==> src/rtl/core/shd_pkg.sv <==
// ----------------------------------------------------------------------------
// shd_pkg: shared host detector types and constants
// entry layout, item and register bundles, command and update codes
// ----------------------------------------------------------------------------
package shd_pkg;

   localparam int HOSTS_DEFAULT = 256;

   // input command codes
   localparam logic [1:0] CMD_PACKET    = 2'd0;
   localparam logic [1:0] CMD_SWEEP     = 2'd1;
   localparam logic [1:0] CMD_CLR_HOST  = 2'd2;
   localparam logic [1:0] CMD_CLR_ALL   = 2'd3;

   // entry update codes
   localparam logic [1:0] UOP_PACKET = 2'd0;
   localparam logic [1:0] UOP_AGE    = 2'd1;
   localparam logic [1:0] UOP_CLEAR  = 2'd2;
   localparam logic [1:0] UOP_ZERO   = 2'd3;

   // register indexes and reset values
   localparam logic [1:0] REG_CONTROL_TIME = 2'd0;
   localparam logic [1:0] REG_ID_WINDOW    = 2'd1;
   localparam logic [1:0] REG_LINEAR_WIN   = 2'd2;
   localparam logic [1:0] REG_JUMP_LIMIT   = 2'd3;

   localparam logic [31:0] CONTROL_TIME_RESET = 32'd300;
   localparam logic [31:0] ID_WINDOW_RESET    = 32'd10;
   localparam logic [15:0] LINEAR_WIN_RESET   = 16'd500;
   localparam logic [7:0]  JUMP_LIMIT_RESET   = 8'd10;

   // host flag bits
   localparam int         FLAG_TTL_BIT = 0;
   localparam int         FLAG_ID_BIT  = 1;
   localparam logic [1:0] BOTH_FLAGS   = 2'b11;

   localparam logic [15:0] ID_MAX = 16'hFFFF;

   localparam logic [7:0] USUAL_TTLS [4] = '{8'd32, 8'd64, 8'd128, 8'd255};

   typedef struct packed {
      logic [1:0]  flags;
      logic [15:0] last_id;
      logic [8:0]  jump_cnt;
      logic [31:0] jump_start;
      logic [31:0] shared_since;
   } entry_type;

   typedef struct packed {
      logic [15:0] ip_id;
      logic [7:0]  ttl;
      logic        is_tcp;
      logic        from_lan;
      logic [31:0] now_sec;
   } item_type;

   typedef struct packed {
      logic [31:0] control_time;
      logic [31:0] id_check_window;
      logic [15:0] linear_window;
      logic [7:0]  jump_limit;
   } cfg_type;

endpackage

==> src/rtl/core/shd_entry_unit.sv <==
// ----------------------------------------------------------------------------
// shd_entry_unit: host entry update unit
// id linearity and ttl checks, ageing and clearing of one entry
// ----------------------------------------------------------------------------
module shd_entry_unit
   import shd_pkg::*;
(
   input  logic [1:0] uop,
   input  entry_type  cur,
   input  item_type   item,
   input  cfg_type    cfg,
   output entry_type  nxt
);

   logic        a_lt_b;
   logic [15:0] id_lo;
   logic [15:0] id_hi;
   logic [16:0] lo_sum;
   logic [16:0] hi_sum;
   logic        linear;
   logic [8:0]  cnt_inc;
   logic        jump_over;
   logic        ttl_usual;
   logic [31:0] shared_age;
   logic [31:0] jump_age;

   // id gap check with 16-bit wrap
   always_comb begin
      a_lt_b = cur.last_id < item.ip_id;
      id_lo  = a_lt_b ? cur.last_id : item.ip_id;
      id_hi  = a_lt_b ? item.ip_id : cur.last_id;
      lo_sum = {1'b0, id_lo} + {1'b0, cfg.linear_window};
      hi_sum = {1'b0, id_hi} + {1'b0, cfg.linear_window};
      linear = (cur.last_id == item.ip_id) || (lo_sum > {1'b0, ID_MAX})
            || (lo_sum > {1'b0, id_hi}) || (hi_sum[16] && (hi_sum[15:0] > id_lo));
   end

   always_comb begin
      ttl_usual = 1'b0;
      for (int i = 0; i < 4; i++) begin
         if (item.ttl == USUAL_TTLS[i]) begin
            ttl_usual = 1'b1;
         end
      end
   end

   assign cnt_inc    = cur.jump_cnt + 9'd1;
   assign jump_over  = cnt_inc > {1'b0, cfg.jump_limit};
   assign shared_age = item.now_sec - cur.shared_since;
   assign jump_age   = item.now_sec - cur.jump_start;

   always_comb begin
      nxt = cur;
      unique case (uop)
         UOP_PACKET: begin
            if (item.is_tcp && item.from_lan && cur.flags != BOTH_FLAGS) begin
               if (!cur.flags[FLAG_ID_BIT]) begin
                  if (cur.last_id != '0 && !linear) begin
                     if (jump_over) begin
                        nxt.flags[FLAG_ID_BIT] = 1'b1;
                        nxt.last_id            = '0;
                        nxt.jump_cnt           = '0;
                        nxt.jump_start         = '0;
                     end else begin
                        nxt.last_id  = item.ip_id;
                        nxt.jump_cnt = cnt_inc;
                        if (cnt_inc == 9'd1) begin
                           nxt.jump_start = item.now_sec;
                        end
                     end
                  end else begin
                     nxt.last_id = item.ip_id;
                  end
               end
               if (!cur.flags[FLAG_TTL_BIT] && !ttl_usual) begin
                  nxt.flags[FLAG_TTL_BIT] = 1'b1;
               end
               if (nxt.flags == BOTH_FLAGS) begin
                  nxt.shared_since = item.now_sec;
               end
            end
         end
         UOP_AGE: begin
            if (cur.flags == BOTH_FLAGS) begin
               if (cfg.control_time != '0 && shared_age > cfg.control_time) begin
                  nxt.flags        = '0;
                  nxt.shared_since = '0;
               end
            end else if (cur.jump_cnt != '0 && jump_age > cfg.id_check_window) begin
               nxt.jump_cnt   = '0;
               nxt.jump_start = '0;
            end
         end
         UOP_CLEAR: begin
            nxt.flags        = '0;
            nxt.shared_since = '0;
         end
         UOP_ZERO: begin
            nxt = '0;
         end
         default: begin
            nxt = cur;
         end
      endcase
   end

endmodule

==> config.mk <==
export PLATFORM = sky130hd
export DESIGN_NAME = shd_entry_unit
export DESIGN_NICKNAME = d
export VERILOG_FILES = /design/src/rtl/core/shd_pkg.sv /design/src/rtl/core/shd_entry_unit.sv
export SDC_FILE = /design/constraint.sdc
export NUM_CORES = 1
export LEC_CHECK = 0
export ABC_AREA = 1
export BUFFER_PORTS_ARGS = -buffer_cell sky130_fd_sc_hd__buf_2
export CORE_MARGIN = 3
export CORE_UTILIZATION = 45
export DETAILED_ROUTE_END_ITERATION = 7
export PLACE_DENSITY = 0.75
export SLEW_MARGIN = 20
export SYNTH_ARGS = -nofsm -noshare
export SYNTH_HDL_FRONTEND = slang
export SYNTH_SLANG_ARGS = --single-unit
==> constraint.sdc <==
create_clock -name vclk -period 25
set_input_delay 5 -clock vclk [all_inputs]
set_output_delay 5 -clock vclk [all_outputs]
set_load 0.02 [all_outputs]
Word level (Yosys, flattened, before mapping):

Index checks and enable logic that the tools add are counted.

* register bits: 0
* memory bits (writable): 0
* memories kept: 0
* output and inout port bits: 91
* latch bits: 0
* input port bits: 239
* bits in read-only memories: 0

* reduce and logical (&&, ||, !) cells: 18
* multipliers: 0
* equality and inequality tests: 12
* shifts and indexed selects: 0
* $add $sub $neg: 5
* div/mod/pow operators: 0
* magnitude comparators: 7
* bitwise gates (word level): 0
* multiplexer cells: 31

Operators with widths (number)
* two-way mux 32 bit: 4
* two-way mux 41 bit: 3
* one-hot mux 41 bit (3 select lines): 1
* two-way mux 57 bit: 2
* one-hot mux 32 bit (3 select lines): 1
* two-way mux 91 bit: 1
* > comparator 32 bit: 2
* subtractor 32 bit: 2
* two-way mux 16 bit: 3
* adder 16 x 16 -> 17 bit: 2
* one-hot mux 16 bit (2 select lines): 1
* nonzero test 32 bit: 1
* > comparator 17 x 16 -> 1 bit: 1
* > comparator 17 x 16 -> 1 bit, second input constant: 1
* == test 16 bit: 1
* == test 8 bit, second input constant: 2
* > comparator 16 bit: 1
* < comparator 16 bit: 1
* nonzero test 16 bit: 1
* two-way mux 1 bit: 12
* adder 9 x 1 -> 9 bit, second input constant: 1
* == test 9 x 1 -> 1 bit, second input constant: 1
* > comparator 9 x 8 -> 1 bit: 1
* nonzero test 9 bit: 1
* 12 further kinds: 26

Depth between registers and ports, before layout:

* word-level depth: 17
* mapped depth: 43
* depth with buffers taken out: 41

Worst setup path before layout:

OpenSTA, ideal clock, no wires.

* path type: input to output
* from: in item[45] (netlist name)
* to: out nxt[64] (netlist name)
* required time: 20.000 ns
* arrival: 10.145 ns
* setup slack: 9.855 ns
* stages on the path: 35
* buffers on the path: 3
* path through: inv_1 ha_1 nand2_1 nor2_1 a211oi_1 o221a_2 o21ai_1 clkbuf_1 o21ai_0 ha_1 nand2_1 nor3_1 nand2_1 o211ai_1 nand2_1 a21oi_1 a31oi_1 o21ai_0 nand2_1 nand2_1 a21oi_1 xnor2_1 ha_1 nand4_1 nor3_1 o21ai_0 o211ai_1 nand3_1 buf_2 nand4_4 inv_2 a21oi_4 buf_6 nand3_2 a21oi_1

RTL lines
* start, declared: line shd_entry_unit.sv:10 `input item_type item,`
* end, declared: line shd_entry_unit.sv:12 `output entry_type nxt`

==> summary.txt <==
Status
  – Outcome: finished clean

Floorplanning
  – Die H: ~170 um
  – Die W: 168 um
  – I/O pin total: 330
  – Die ar.: 28400 um^2
  – Starting Density: 0.465
  – Rows: 58
  – Core ar.: roughly 26000 um^2

Clock network
  – Cts hold-fix bufs: 0
  – Resized Gates After CTS: 0
  – # Post-CTS Setup Buffers: 0

Finish
  – ANT cells: 0
  – Nets: 2822
  – Layout sequential cell count: 0
  – Seq. cell area: 0 um^2
  – # clk buffers: 0
  – Area grow syn2layout: 15.3%
  – Fillers: 2713
  – Multi-input combinational cell area: 10300 um^2
  – Share of cells above drive strength 1: 0.164

Placed design
  – PortBufs: 330
  – Post-DP HPWL: 38600 um
  – GP Congestion: 0.988
  – DP Worst Slack: 7130 ps

Logic synthesis
  – Post-Synthesis Cells: 2093
  – Seq/Total Area, Yosys: 0
  – Yosys cell types: 55
  – Yosys warns: 0
  – Top post-synthesis cells by area: ha_1 23%, nand2_1 16%, inv_1 10%, a21oi_1 9.7%, o21ai_0 5.6%
  – Post-synth top cells: 493 x nand2_1, 329 x inv_1, 231 x a21oi_1, 220 x ha_1, 132 x o21ai_0
  – Yosys top cell area share: 0.232
  – Syn nets: 2556
  – Syn Area/Cell: 5.67 um^2
  – Synth area leader: ha_1
  – Cell area after synthesis: 11900 um^2
  – Most instantiated library cell after synthesis: nand2_1

Setup path
  – Slowest-stage cell, CP: nand2_1
  – Critical path's largest stage delay: 750 ps
  – Crit path launch type: input pin
  – Largest fanout on the critical path: 49
  – Crit path top cell by count: nand2_1
  – CP endpoint kind: output pin
  – CP Buf/Inv Count: 5
  – Critical path type: in2out
  – Crit path max-delay family: compound AO/OA/AOI/OAI gates
  – Worst EP required: 20000 ps
  – CP arrival: ~13000 ps

STA
  – Final min period: 18090 ps
  – Final worst slack: approximately 6900 ps
  – Accumulated negative setup slack: 0 ps
  – Final max-slew violation count: 0
  – Final setup viols: 0
  – Relative slew margins: 0.283
  – Final worst-path cycle share: 0.724
  – F_max: roughly 0.055 GHz
  – Actual slew at the worst max-slew pin: around 1100 ps
  – RSZ-0062 raised after global routing: false
  – Final Hold Fails: 0

GRT
  – Tot GR Track Use: 0.308
  – Largest net degree at the start of global routing: 50
  – GRT overflow: 0
  – Antenna violations before repair: 0
  – Vias in the first global route: 14400
  – First-pass GRT wire length: 72300 um

Routing
  – Residual DRC: 0
  – Via count: 15400
  – Via-per-instance ratio: 5.75
  – Total wire length: 46600 um
  – DRT iter0 DRCs: 1296
  – Antenna-violating nets left: 0
  – DR pass1 iterations: 7
  – Detailed-route wire length per cell: 17.4 um

Power
  – PwrDens: 35.6 nW/um^2
  – Leak: 7.81 nW
  – Worst vdd ir: 17.9 uV

Worst hold path
  – Hold Crit Class: in2out

Run
  – Max Cap Violations: 0
[cell type report]
cell class         count  share of cell area
repair buffers       342               0.127
multi-input cells   1677               0.750
inverters            338              0.0928
well taps            330              0.0302
[final timing paths]
check	from	endpoint	slack, ps	cells after the start
setup / recovery	item[44]	nxt[2]	6910	36
hold / removal	cur[73]	nxt[73]	10340	4
[cells in the final DEF (no fill, tap or decap), types with 2 or more instances in the layout]
master and count:
a211oi_1 6, a21boi_0 8, a21boi_1 6, a21o_1 4
a21oi_1 230, a21oi_2 14, a21oi_4 3, a22oi_1 7
a31oi_1 48, buf_2 330, buf_4 12, clkinv_1 4
fa_1 4, ha_1 219, inv_1 329, inv_2 4
nand2_1 493, nand3_1 98, nand3_2 3, nand4_1 61
nor2_1 104, nor2_2 5, nor3_1 36, nor4_1 13
o211ai_1 7, o21a_1 8, o21ai_0 132, o21ai_1 36
o21ai_2 3, o21ai_4 2, o21bai_1 10, o221ai_1 5
o31ai_1 2, xnor2_1 29, xor2_1 63
[logic make-up (layout without fill, tap and decap cells)]
family	after synthesis	count (layout)	share of synthesized area
AND/OR/NAND/NOR	821	821	0.297
adder cells (fa/ha/maj)	224	224	0.239
buffers and inverters	416	680	0.138
XOR/XNOR	92	92	0.0679
AO/OA/AOI/OAI	540	540	0.258
[routing by layer]
metal | track usage | wire length, um | share of wire | up-vias
li1 | - | - | - | 7585
met1 | 0.396 | 19200 | 0.41 | 6959
met2 | 0.526 | 21200 | 0.45 | 770
met3 | 0.0308 | 3990 | 0.086 | 135
met4 | 0.130 | 2230 | 0.048 | 0
met5 | 0 | 0 | 0 | -
[stage by stage]
stage	hold WS (ps)	cells	power, mW	cell area (um^2)	util
3_5_place_dp	10340	2687	0.477	13700	0.536
4_1_cts	10340	2687	0.480	13700	0.536
2_1_floorplan	10170	2093	0.347	11900	-
3_3_place_gp	10340	2687	0.466	13700	0.536
5_1_grt	10360	2687	0.546	13700	0.536
6_report	10340	2687	0.487	13700	0.536
[report_power, final]
group          switching (mW)  internal, mW  leakage [nW]
logic                   0.312         0.175          7.81
clock network               0             0             0
registers                   0             0             0
total                   0.312         0.175          7.81
No activity file was read; power rests on OpenSTA's default activity.
